**src/hw/rtl/k_resource_interval_scheduler_defines.svh**
```systemverilog
// ----------------------------------------------------------------------------
// k_resource_interval_scheduler_defines
// Assertion macros shared by the scheduler RTL.
// ----------------------------------------------------------------------------
`ifndef K_RESOURCE_INTERVAL_SCHEDULER_DEFINES_SVH
`define K_RESOURCE_INTERVAL_SCHEDULER_DEFINES_SVH

// same-cycle implication, disabled in reset
`define KRIS_ASSERT_NOW(lbl, ante, cons, msg) \
  lbl: assert property (@(posedge clk) disable iff (rst) (ante) |-> (cons)) else $error(msg);

// next-cycle implication, disabled in reset
`define KRIS_ASSERT_NEXT(lbl, ante, cons, msg) \
  lbl: assert property (@(posedge clk) disable iff (rst) (ante) |=> (cons)) else $error(msg);

`endif

```
**src/hw/rtl/kris_pkg.sv**
```systemverilog
// ----------------------------------------------------------------------------
// kris_pkg
// Field widths and shared types of the interval scheduler.
// ----------------------------------------------------------------------------
package kris_pkg;

  localparam int TIME_W  = 32;
  localparam int SLOT_W  = 4;
  localparam int COUNT_W = 32;
  localparam int CFG_W   = 5;

  localparam logic [CFG_W-1:0] MEMBER_RESET = 5'd1;

  // flags that travel with the scan token along the cell chain
  typedef struct packed {
    logic valid;
    logic best_found;
    logic fresh_found;
  } kris_scan_t;

  // write command broadcast to all cells
  typedef struct packed {
    logic en;
    logic clr;
  } kris_wr_t;

endpackage

```
**src/hw/rtl/kris_if.sv**
```systemverilog
// ----------------------------------------------------------------------------
// kris_if
// Request and result channels of the interval scheduler.
// ----------------------------------------------------------------------------
interface kris_in_if;
  import kris_pkg::*;

  logic              valid;
  logic              ready;
  logic [TIME_W-1:0] start_time;
  logic [TIME_W-1:0] end_time;
  logic              last_item;

  modport source (output valid, output start_time, output end_time, output last_item,
                  input ready);
  modport sink   (input valid, input start_time, input end_time, input last_item,
                  output ready);
endinterface

interface kris_out_if;
  import kris_pkg::*;

  logic               valid;
  logic               ready;
  logic               accepted;
  logic [SLOT_W-1:0]  slot_used;
  logic [COUNT_W-1:0] total_accepted;

  modport source (output valid, output accepted, output slot_used, output total_accepted,
                  input ready);
  modport sink   (input valid, input accepted, input slot_used, input total_accepted,
                  output ready);
endinterface

```
**src/hw/rtl/kris_cell.sv**
```systemverilog
// ----------------------------------------------------------------------------
// kris_cell
// One resource: holds its busy-until time and in-use flag, and updates the
// scan token (best fit, first free slot, used count) on its way past.
// ----------------------------------------------------------------------------
module kris_cell #(
  parameter int IDX       = 0,
  parameter int TIME_BITS = 32,
  parameter int IDX_BITS  = 4,
  parameter int USED_BITS = 5
) (
  input  logic                  clk,
  input  logic                  rst,
  input  logic [TIME_BITS-1:0]  start,
  input  kris_pkg::kris_scan_t  scan_in,
  input  logic [TIME_BITS-1:0]  best_val_in,
  input  logic [IDX_BITS-1:0]   best_idx_in,
  input  logic [IDX_BITS-1:0]   fresh_idx_in,
  input  logic [USED_BITS-1:0]  used_in,
  output kris_pkg::kris_scan_t  scan_out,
  output logic [TIME_BITS-1:0]  best_val_out,
  output logic [IDX_BITS-1:0]   best_idx_out,
  output logic [IDX_BITS-1:0]   fresh_idx_out,
  output logic [USED_BITS-1:0]  used_out,
  input  kris_pkg::kris_wr_t    wr,
  input  logic [IDX_BITS-1:0]   wr_idx,
  input  logic [TIME_BITS-1:0]  wr_val
);
  import kris_pkg::*;

  localparam logic [IDX_BITS-1:0] MY_IDX = IDX_BITS'(IDX);

  logic [TIME_BITS-1:0] busy;
  logic                 in_use;
  logic                 take_best;
  logic                 take_fresh;

  // fit test: strict > keeps the lowest index on ties
  assign take_best  = in_use && (busy <= start) &&
                      (!scan_in.best_found || (busy > best_val_in));
  assign take_fresh = !in_use && !scan_in.fresh_found;

  // resource state
  always_ff @(posedge clk) begin
    if (rst) begin
      in_use <= 1'b0;
    end else if (wr.clr) begin
      in_use <= 1'b0;
    end else if (wr.en && (wr_idx == MY_IDX)) begin
      in_use <= 1'b1;
    end
  end

  always_ff @(posedge clk) begin
    if (wr.en && (wr_idx == MY_IDX)) begin
      busy <= wr_val;
    end
  end

  // token hand-off to the next cell
  always_ff @(posedge clk) begin
    if (rst) begin
      scan_out.valid <= 1'b0;
    end else begin
      scan_out.valid <= scan_in.valid;
    end
    scan_out.best_found  <= scan_in.best_found | take_best;
    scan_out.fresh_found <= scan_in.fresh_found | take_fresh;
    best_val_out         <= take_best  ? busy   : best_val_in;
    best_idx_out         <= take_best  ? MY_IDX : best_idx_in;
    fresh_idx_out        <= take_fresh ? MY_IDX : fresh_idx_in;
    used_out             <= used_in + USED_BITS'(in_use);
  end

endmodule

```
**src/hw/rtl/k_resource_interval_scheduler.sv**
```systemverilog
// A request is captured and its scan token walks the cell chain one cell per cycle;
// the token is latched at the chain tail for the decision, whose result is registered.
// A new request is taken only after the decision fires; a waiting result stalls the decision.
// Reset (rst, synchronous): all resources free, count zero, member_count = 1.
// A request flagged last_item clears the resources and count after its result.
// ----------------------------------------------------------------------------
// k_resource_interval_scheduler
// Greedy interval scheduling onto up to member_count resources, built as a
// chain of resource cells scanned by a token.
// ----------------------------------------------------------------------------
`include "k_resource_interval_scheduler_defines.svh"

module k_resource_interval_scheduler #(
  parameter int MAX_SLOTS = 16,
  parameter int TIME_BITS = 32
) (
  input  logic                       clk,
  input  logic                       rst,
  input  logic                       cfg_we,
  input  logic [kris_pkg::CFG_W-1:0] cfg_wdata,
  kris_in_if.sink                    intervals,
  kris_out_if.source                 results
);
  import kris_pkg::*;

  localparam int IDX_BITS  = (MAX_SLOTS > 1) ? $clog2(MAX_SLOTS) : 1;
  localparam int USED_BITS = $clog2(MAX_SLOTS + 1);
  localparam int CMP_W     = (USED_BITS > CFG_W) ? USED_BITS : CFG_W;

  localparam logic [1:0] ST_IDLE   = 2'd0;
  localparam logic [1:0] ST_SCAN   = 2'd1;
  localparam logic [1:0] ST_DECIDE = 2'd2;

  logic [1:0]           state;
  logic [CFG_W-1:0]     member_count;
  logic                 launch;
  logic [TIME_BITS-1:0] start_q;
  logic [TIME_BITS-1:0] end_q;
  logic                 last_q;

  // token chain
  kris_scan_t           scan    [0:MAX_SLOTS];
  logic [TIME_BITS-1:0] best_val[0:MAX_SLOTS];
  logic [IDX_BITS-1:0]  best_idx[0:MAX_SLOTS];
  logic [IDX_BITS-1:0]  fresh_idx[0:MAX_SLOTS];
  logic [USED_BITS-1:0] used    [0:MAX_SLOTS];

  // captured token at the chain tail
  logic                 dec_best_found;
  logic                 dec_fresh_found;
  logic [IDX_BITS-1:0]  dec_best_idx;
  logic [IDX_BITS-1:0]  dec_fresh_idx;
  logic [USED_BITS-1:0] dec_used;

  logic                 fresh_ok;
  logic                 take;
  logic [IDX_BITS-1:0]  take_idx;
  logic                 fire;
  kris_wr_t             wr;

  logic [COUNT_W-1:0]   count;
  logic [COUNT_W-1:0]   count_next;

  logic                 out_valid;
  logic                 out_accepted;
  logic [SLOT_W-1:0]    out_slot;
  logic [COUNT_W-1:0]   out_total;

  assign intervals.ready = (state == ST_IDLE);

  // configuration register
  always_ff @(posedge clk) begin
    if (rst) begin
      member_count <= MEMBER_RESET;
    end else if (cfg_we) begin
      member_count <= cfg_wdata;
    end
  end

  // request capture
  always_ff @(posedge clk) begin
    if (intervals.valid && intervals.ready) begin
      start_q <= TIME_BITS'(intervals.start_time);
      end_q   <= TIME_BITS'(intervals.end_time);
      last_q  <= intervals.last_item;
    end
  end

  // chain head: empty token
  assign scan[0].valid       = launch;
  assign scan[0].best_found  = 1'b0;
  assign scan[0].fresh_found = 1'b0;
  assign best_val[0]         = '0;
  assign best_idx[0]         = '0;
  assign fresh_idx[0]        = '0;
  assign used[0]             = '0;

  for (genvar i = 0; i < MAX_SLOTS; i++) begin : g_cell
    kris_cell #(
      .IDX       (i),
      .TIME_BITS (TIME_BITS),
      .IDX_BITS  (IDX_BITS),
      .USED_BITS (USED_BITS)
    ) u_cell (
      .clk           (clk),
      .rst           (rst),
      .start         (start_q),
      .scan_in       (scan[i]),
      .best_val_in   (best_val[i]),
      .best_idx_in   (best_idx[i]),
      .fresh_idx_in  (fresh_idx[i]),
      .used_in       (used[i]),
      .scan_out      (scan[i+1]),
      .best_val_out  (best_val[i+1]),
      .best_idx_out  (best_idx[i+1]),
      .fresh_idx_out (fresh_idx[i+1]),
      .used_out      (used[i+1]),
      .wr            (wr),
      .wr_idx        (take_idx),
      .wr_val        (end_q)
    );
  end

  // sequencer
  always_ff @(posedge clk) begin
    if (rst) begin
      state  <= ST_IDLE;
      launch <= 1'b0;
    end else begin
      launch <= 1'b0;
      case (state)
        ST_IDLE: begin
          if (intervals.valid) begin
            state  <= ST_SCAN;
            launch <= 1'b1;
          end
        end
        ST_SCAN: begin
          if (scan[MAX_SLOTS].valid) begin
            state <= ST_DECIDE;
          end
        end
        ST_DECIDE: begin
          if (fire) begin
            state <= ST_IDLE;
          end
        end
        default: begin
          state <= ST_IDLE;
        end
      endcase
    end
  end

  // latch the finished token
  always_ff @(posedge clk) begin
    if (state == ST_SCAN && scan[MAX_SLOTS].valid) begin
      dec_best_found  <= scan[MAX_SLOTS].best_found;
      dec_fresh_found <= scan[MAX_SLOTS].fresh_found;
      dec_best_idx    <= best_idx[MAX_SLOTS];
      dec_fresh_idx   <= fresh_idx[MAX_SLOTS];
      dec_used        <= used[MAX_SLOTS];
    end
  end

  // decision: best fit first, else open a fresh slot within the limit
  assign fresh_ok = dec_fresh_found && (CMP_W'(dec_used) < CMP_W'(member_count));
  assign take     = dec_best_found || fresh_ok;
  assign take_idx = dec_best_found ? dec_best_idx : dec_fresh_idx;
  assign fire     = (state == ST_DECIDE) && (!out_valid || results.ready);
  assign wr.en    = fire && take;
  assign wr.clr   = fire && last_q;

  // saturating accept count
  assign count_next = (take && (count != '1)) ? count + 1'b1 : count;

  always_ff @(posedge clk) begin
    if (rst) begin
      count <= '0;
    end else if (fire) begin
      count <= last_q ? '0 : count_next;
    end
  end

  // result register
  always_ff @(posedge clk) begin
    if (rst) begin
      out_valid <= 1'b0;
    end else if (fire) begin
      out_valid <= 1'b1;
    end else if (results.ready) begin
      out_valid <= 1'b0;
    end
  end

  always_ff @(posedge clk) begin
    if (fire) begin
      out_accepted <= take;
      out_slot     <= take ? SLOT_W'(take_idx) : '0;
      out_total    <= count_next;
    end
  end

  assign results.valid          = out_valid;
  assign results.accepted       = out_accepted;
  assign results.slot_used      = out_slot;
  assign results.total_accepted = out_total;

  // checks
  `KRIS_ASSERT_NEXT(a_accept_launches, intervals.valid && intervals.ready, (state == ST_SCAN) && launch, "accepted request did not launch a scan")
  `KRIS_ASSERT_NOW(a_tail_in_scan, scan[MAX_SLOTS].valid, state == ST_SCAN, "scan token arrived outside a scan")
  `KRIS_ASSERT_NOW(a_reject_slot_zero, results.valid && !results.accepted, results.slot_used == '0, "rejected result carries a slot")
  `KRIS_ASSERT_NEXT(a_accept_counts, fire && take, results.valid && (results.total_accepted != '0), "accepted result with zero total")

endmodule
```
**src/flat_wrapper.sv**
```systemverilog
// flat-port wrapper written by rule: the top's interface ports become plain ports
module k_resource_interval_scheduler_flat import kris_pkg::*;
#(
  parameter int MAX_SLOTS = 16,
  parameter int TIME_BITS = 32
)
  (clk, rst, cfg_we, cfg_wdata, intervals_valid, intervals_start_time, intervals_end_time, intervals_last_item, intervals_ready, results_valid, results_accepted, results_slot_used, results_total_accepted, results_ready);
  kris_in_if intervals_i ();
  kris_out_if results_i ();
  input  logic clk;
  input  logic rst;
  input  logic cfg_we;
  input  logic [kris_pkg::CFG_W-1:0] cfg_wdata;
  input wire logic [$bits(intervals_i.valid)-1:0] intervals_valid;
  input wire logic [$bits(intervals_i.start_time)-1:0] intervals_start_time;
  input wire logic [$bits(intervals_i.end_time)-1:0] intervals_end_time;
  input wire logic [$bits(intervals_i.last_item)-1:0] intervals_last_item;
  output wire logic [$bits(intervals_i.ready)-1:0] intervals_ready;
  output wire logic [$bits(results_i.valid)-1:0] results_valid;
  output wire logic [$bits(results_i.accepted)-1:0] results_accepted;
  output wire logic [$bits(results_i.slot_used)-1:0] results_slot_used;
  output wire logic [$bits(results_i.total_accepted)-1:0] results_total_accepted;
  input wire logic [$bits(results_i.ready)-1:0] results_ready;
  assign intervals_i.valid = intervals_valid;
  assign intervals_i.start_time = intervals_start_time;
  assign intervals_i.end_time = intervals_end_time;
  assign intervals_i.last_item = intervals_last_item;
  assign intervals_ready = intervals_i.ready;
  assign results_valid = results_i.valid;
  assign results_accepted = results_i.accepted;
  assign results_slot_used = results_i.slot_used;
  assign results_total_accepted = results_i.total_accepted;
  assign results_i.ready = results_ready;
  k_resource_interval_scheduler #(.MAX_SLOTS(MAX_SLOTS), .TIME_BITS(TIME_BITS)) u_core (.clk(clk), .rst(rst), .cfg_we(cfg_we), .cfg_wdata(cfg_wdata), .intervals(intervals_i), .results(results_i));
endmodule
```
**config.mk**
```make
export PLATFORM = sky130hd
export DESIGN_NAME = k_resource_interval_scheduler_flat
export DESIGN_NICKNAME = d
export VERILOG_FILES = /design/src/hw/rtl/kris_pkg.sv /design/src/hw/rtl/kris_if.sv /design/src/hw/rtl/kris_cell.sv /design/src/hw/rtl/k_resource_interval_scheduler.sv /design/src/flat_wrapper.sv
export VERILOG_INCLUDE_DIRS = /design/src /design/src/hw/rtl
export SDC_FILE = /design/constraint.sdc
export NUM_CORES = 2
export LEC_CHECK = 0
export ABC_AREA = 1
export BUFFER_PORTS_ARGS = -buffer_cell sky130_fd_sc_hd__buf_2
export CAP_MARGIN = 20
export CORE_AREA = 5 5 345 381
export CTS_CLUSTER_SIZE = 25
export DETAILED_ROUTE_END_ITERATION = 8
export DIE_AREA = 0 0 350 386
export PLACE_DENSITY = 0.84
export SLEW_MARGIN = 20
export SYNTH_ARGS = -nofsm -noshare
export SYNTH_HDL_FRONTEND = slang
export SYNTH_SLANG_ARGS = --single-unit
```
**constraint.sdc**
```tcl
create_clock -name clk -period 3.32 [get_ports clk]
set_input_delay 0.332 -clock clk [delete_from_list [all_inputs] [get_ports clk]]
set_output_delay 0.332 -clock clk [all_outputs]
set_load 0.005 [all_outputs]
```
Word level (Yosys, flattened, before mapping)
Index checks and enable logic that the tools add are counted.
{"block": "totals", "wordCells": 420, "output_inout_bits": 39, "input_bits": 75, "register_bits": 1385}
{"block": "classes", "n_reduce_logical": 139, "bitwise": 31, "n_addsub": 16, "n_eq_ne": 21, "magnitude_cmp": 32, "n_mux": 24}
{"cell": "32-bit less-or-equal comparator", "count": 16}
{"cell": "32-bit two-way mux", "count": 16}
{"cell": "32-bit > comparator", "count": 15}
{"cell": "1-bit logical AND", "count": 69}
{"cell": "5-bit by 1-bit adder with 5-bit output", "count": 13}
{"cell": "1-bit zero test", "count": 47}
{"cell": "32-bit by 1-bit adder with 32-bit output, second input constant", "count": 1}
{"cell": "4-bit equality test, second input constant", "count": 8}
{"cell": "32-bit inequality test, second input constant", "count": 1}
{"cell": "1-bit OR", "count": 30}
{"cell": "1-bit logical OR", "count": 17}
{"cell": "4-bit by 3-bit equality test with 1-bit output, second input constant", "count": 4}
{"cell": "4-bit by 2-bit equality test with 1-bit output, second input constant", "count": 2}
{"cell": "2-bit two-way mux", "count": 3}
{"cell": "2-bit one-hot mux with 3 select lines", "count": 1}
{"cell": "5-bit < comparator", "count": 1}
{"cell": "4-bit by 1-bit equality test with 1-bit output, second input constant", "count": 1}
{"cell": "4-bit zero test", "count": 1}
{"cell": "4-bit two-way mux", "count": 1}
{"cell": "2-bit inequality test, second input constant", "count": 2}
{"cell": "2-bit OR reduction", "count": 2}
{"cell": "2-bit by 1-bit adder with 3-bit output", "count": 1}
{"cell": "1-bit two-way mux", "count": 3}
{"cell": "3-bit AND reduction", "count": 1}
{"cell": "7 further kinds", "count": 7}

Logic depth before layout (Yosys ltp)
{"block": "logic_depth", "word_depth": 6, "ltp_mapped": 19, "ltp_nobuf": 18}

Hierarchy
Synthesis repeated with hierarchy kept, for this count alone.
{"block": "hier_totals", "cells_unflattened": 8614, "area_unflattened_um2": 75865.3}
{"mod": "kris_cell at u_core.g_cell[10].u_cell ...", "seq_area_each_um2": 1941.9, "n_inst": 5, "area_each_um2": 4314.1, "cells_each": 497}
{"mod": "kris_cell at u_core.g_cell[1].u_cell ...", "seq_area_each_um2": 1941.9, "n_inst": 2, "area_each_um2": 4316.6, "cells_each": 497}
{"mod": "kris_cell at u_core.g_cell[4].u_cell ...", "seq_area_each_um2": 1941.9, "n_inst": 2, "area_each_um2": 4311.6, "cells_each": 496}
{"mod": "kris_cell at u_core.g_cell[11].u_cell ...", "seq_area_each_um2": 1941.9, "n_inst": 2, "area_each_um2": 4306.6, "cells_each": 497}
{"mod": "kris_cell at u_core.g_cell[13].u_cell ...", "seq_area_each_um2": 1941.9, "n_inst": 2, "area_each_um2": 4306.6, "cells_each": 496}
{"mod": "k_resource_interval_scheduler", "seq_area_each_um2": 4334.2, "n_inst": 1, "area_each_um2": 6608.8, "cells_each": 661}
{"mod": "kris_cell at u_core.g_cell[0].u_cell", "seq_area_each_um2": 1941.9, "n_inst": 1, "area_each_um2": 4575.6, "cells_each": 498}
{"mod": "kris_cell at u_core.g_cell[15].u_cell", "seq_area_each_um2": 1941.9, "n_inst": 1, "area_each_um2": 4316.6, "cells_each": 502}
{"mod": "kris_cell at u_core.g_cell[12].u_cell", "seq_area_each_um2": 1941.9, "n_inst": 1, "area_each_um2": 4310.4, "cells_each": 496}

Worst setup path before layout
No wires, ideal clock.
{"block": "synth_timing", "path_type": "register to register", "from": "register u_core.state[1]", "to": "register u_core.g_cell[11].u_cell.busy[0], enable pin", "path_stages_with_launch": 9, "path_buffers": 0, "arrival_ns": 3.034, "setup_time_ns": 0.387, "t_required_ns": 2.933, "slack_ns": -0.100, "path_cell_list": "dfxtp_1 inv_2 nor2_1 inv_1 nor2_2 nand2_1 nor3_1 nand2_1 inv_1"}
{"block": "synth_via", "elab_chain_len": 4}
{"element": "from (decl)", "line_no": "k_resource_interval_scheduler.sv:34", "source": "logic [1:0] state;"}
{"element": "from (signal assigned)", "line_no": "k_resource_interval_scheduler.sv:127", "source": "state <= ST_IDLE;"}
{"element": "from (signal assigned)", "line_no": "k_resource_interval_scheduler.sv:134", "source": "state <= ST_SCAN;"}
{"element": "from (signal assigned)", "line_no": "k_resource_interval_scheduler.sv:140", "source": "state <= ST_DECIDE;"}
{"element": "2-bit equality test", "line_no": "k_resource_interval_scheduler.sv:170", "source": "assign fire = (state == ST_DECIDE) && (!out_valid || results.ready);"}
{"element": "1-bit logical AND", "line_no": "k_resource_interval_scheduler.sv:170"}
{"element": "named net u_core.fire", "line_no": "k_resource_interval_scheduler.sv:58", "source": "logic fire;"}
{"element": "1-bit logical AND", "line_no": "k_resource_interval_scheduler.sv:171", "source": "assign wr.en = fire && take;"}
{"element": "1-bit logical AND", "line_no": "kris_cell.sv:55", "source": "if (wr.en && (wr_idx == MY_IDX)) begin"}
{"element": "to (signal assigned)", "line_no": "kris_cell.sv:56", "source": "busy <= wr_val;"}
{"element": "to (decl)", "line_no": "kris_cell.sv:33", "source": "logic [TIME_BITS-1:0] busy;"}
The timed path passes the listed nets, and every way through them passes these cells.
A chain may end at the register's enable or synchronous reset.

Worst setup path in the final report
{"block": "layout_timing", "from": "register u_core.start_q[20]", "to": "register u_core.g_cell[11].u_cell.best_val_out[8]"}
{"block": "layout_via", "elab_chain_len": 4}
{"element": "from (decl)", "line_no": "k_resource_interval_scheduler.sv:37", "source": "logic [TIME_BITS-1:0] start_q;"}
{"element": "from (signal assigned)", "line_no": "k_resource_interval_scheduler.sv:83", "source": "start_q <= TIME_BITS'(intervals.start_time);"}
{"element": "32-bit less-or-equal comparator", "line_no": "kris_cell.sv:39", "source": "assign take_best = in_use && (busy <= start) &&"}
{"element": "1-bit logical AND (2 in series)", "line_no": "kris_cell.sv:39"}
{"element": "32-bit two-way mux", "line_no": "kris_cell.sv:69", "source": "best_val_out <= take_best ? busy : best_val_in;"}
{"element": "to (signal assigned)", "line_no": "kris_cell.sv:69"}
{"element": "to (decl)", "line_no": "kris_cell.sv:21", "source": "output logic [TIME_BITS-1:0] best_val_out,"}
Every way passes these cells.

==> metrics.cfg <==
[logic_synthesis]
synthCells = 7663
synth-xor-area-share_pct = 0.782
synthArstFlopShare_pct = 0
synth_top_cell_by_area = edfxtp_1
synth_cell_types = 41
synthSimpleGateAreaFrac_pct = 20.0
synthAdderAreaFrac_pct = 18.5
syn_avg_cell_area_um2 = 9.06
synthesis.nets = 8764
netlist_area_um2 = 69400
synth_common_cells = nand2_1 (2205), ha_1 (1026), inv_1 (935)
ys_seq_area_share_pct = 48.9
yosys.area.top_type_share_pct = 27.2
yosysWarnings = 0
synth_edf_count = 629
muxShareOfSynthArea_pct = 0
synth.area.top_cells = edfxtp_1 (27%), dfxtp_1 (22%), ha_1 (18%)
synth_compound_area_share_pct = 5.64
synth_top_family_by_area = simple AND/OR/NAND/NOR gates
ys_ff_latch = 1382
ys.flop_type = dfxtp_1
synth_most_common_cell = nand2_1

[finish]
final_layout_size_suffix_gt1_share_pct = 7.37
multiInputGateArea_um2 = 31200
final-seq-area_um2 = 34000
final_area_um2 = 78500
final_util_pct = 61.5
nNetsFinal = 9101
final_cells = 9804
syn2layout_area_growth_pct = 13.1
n_fill_cell = 9857

[clock_network]
cts.sinks = 1382
htree_levels = 4
cts_tree = built
cts_root_buf = clkbuf_16
worst_skew_pair.late_latency_ps = 760
clockBufferDepth = 3
path_clk_slew_ps = 60
cts_buffers = 146

[hold_path]
min_path_type = in -> reg
min-delay-start = intervals_end_time[19]

[setup_path]
cp_common_cell = nand2_1
crit_path_start_kind = flip-flop
worstPathMaxFanout = 27
slowest_delay_ps = 530
slowest_stage = inv_1
crit_arrival_ps = 3780
startpoint = u_core.start_q[20]
crit_required_ps = 3960
rrSetupSlack_ps = 180
cp_cell_sequence = inv_1, ha_1, nand2_1, nor2_1, nand4_1, nor2_2, nand4_1, a21oi_2, nand2_2, buf_12, nand2_1, nand2_1
path_class = reg -> reg
r2r-start = u_core.start_q[20]
end_kind = flip-flop

[job]
cap_violations = 0

[place]
hpwl_um = 129000
placedCellCount = 9445
placed_area_um2 = 72700
io_buffers = 113
dp_slack_ps = -36.0
gp_congestion = 0.909

[route]
routedWlPerCell_um = 17.2
routed_wirelength_um = 168000
first_iter_violations = 3236
ant_nets = 0
drc = 0
vias = 53300
dr.pass1.iters = 8
viasPerCell = 5.43

[timing]
finalCritPeriodShare_pct = 94.5
finalCriticalPeriod_ps = 3140
worst_slew_pin_slew_ps = 1090
setup_tns_ps = 0
slew_headroom_pct = 27.1
setup_viol = 0
skew_ps = 22.7
max_freq_mhz = 319
fin_ws_ps = 183
final_max_slew_viol_count = 0
rsz0062_at_grt = false
hold_ws_ps = 280
report.final.hold_viol_count = 0

[pwr]
p_per_area_nw_per_um2 = 456
leakage_nw = 34.8
ir_worst_vdd_mv = 0.479
power_mw = 35.8

[global_route]
grt_util_met3_pct = 3.35
antenna_found_initial = 2
gr-max-usage-layer = met2
grt_start_max_net_pins = 53
gr-total-overflow = 0
grt_pass1_vias = 55100
grtUsageTotal_pct = 24.8
grt_util_met1_pct = 26.0
grtUsageMet2_pct = 46.1
grt_pass1_wl_um = 268000

[floorplan]
ios = 114
core_um2 = 128000
row_count = 138
dieArea_um2 = 135000
die_h_um = 386
initial_core_util_pct = 54.4
die_w_um = 350

[run_status]
status = completed

## report_power, final
part           internal, mW  switching (mW)
Clock                  9.73            6.69
Combinational         0.529           0.818
Sequential             17.9           0.202
## metal layers
| layer | part of all wire, % | vias to the layer above |
|---|---|---|
| met3 | 4.9 | 633 |
| met4 | 6.8 | 0 |
| li1 | - | 26000 |
| met5 | 0 | - |
| met2 | 51 | 1719 |
| met1 | 37 | 24900 |
## worst max-delay path, delay by kind of cell, from the launching register on
family | cells | cell delay (ps)
DFF | 1 | 370
buffers and inverters | 2 | 740
adders and majority gates | 1 | 220
AOI/OAI and AO/OA | 1 | 380
and+or+nand+nor | 8 | 1290
## registers in the layout, indices dropped and copies added, names as in the netlist, 2 cells and up
register	count
u_core.g_cell.u_cell.busy	512
u_core.start_q	32
u_core.state	2
u_core.g_cell.u_cell.used_out	70
u_core.g_cell.u_cell.in_use	16
u_core.count	32
u_core.dec_used	5
u_core.end_q	32
u_core.g_cell.u_cell.fresh_idx_out	49
u_core.g_cell.u_cell.best_val_out	480
u_core.member_count	5
u_core.g_cell.u_cell.best_idx_out	49
u_core.results.slot_used	4
u_core.results.total_accepted	32
u_core.g_cell.u_cell.scan_out	48
u_core.dec_best_idx	4
u_core.dec_fresh_idx	4
## logic make-up after synthesis
| family | Yosys count |
|---|---|
| AOI/OAI and AO/OA | 722 |
| xor gates and xnor gates | 62 |
| adders and majority gates | 1026 |
| buffers and inverters | 1095 |
| DFF | 1382 |
| and+or+nand+nor | 3376 |
## layout make-up
type	instances	share of cell area, %
flip-flops and latches	1382	43.2
clock buffers	202	5.34
repair buffers	337	3.57
multi-input cells	5186	39.7
diodes	1	0.00319
inverters	947	4.54
well taps	1680	2.68
clock inverters	69	0.908
## final timing paths
path | end | cells after the start
hold reg to reg | u_core.g_cell[1].u_cell.fresh_idx_out[0] | 1
setup / recovery | u_core.g_cell[11].u_cell.best_val_out[8] | 12
setup reg to reg | u_core.g_cell[11].u_cell.best_val_out[8] | 12
hold / removal | u_core.end_q[19] | 2
## placed cells by master, fill, tap and decap left out, drive strengths merged
cell and instances:
nor4 11, clkinvlp 9, nor3b 1, and2 5, a21o 20, bufinv 11
clkbuf 202, dlygate4sd3 83, xor2 39, diode 1, nor3 45, ha 1026
edfxtp 629, dfxtp 753, nand2 2226, xnor2 23, a21oi 529, buf 254
inv 951, o21a 46, o211ai 3, nand3 551, nand3b 2, nor2 414
or2 50, a21boi 13, clkinv 45, o21ai 110, a211oi 1, nand4 70
and3 1
## repair_timing
item / in CTS / in global routing
hold endpoints to repair: 74 / 0
hold buffers: 83 / 0
pin swaps: 1 / 0
resized for setup: 2 / 1
setup endpoints to repair: 24 / 24
buffers inserted: 0 / 4
Power figures use the tool's default switching activity.
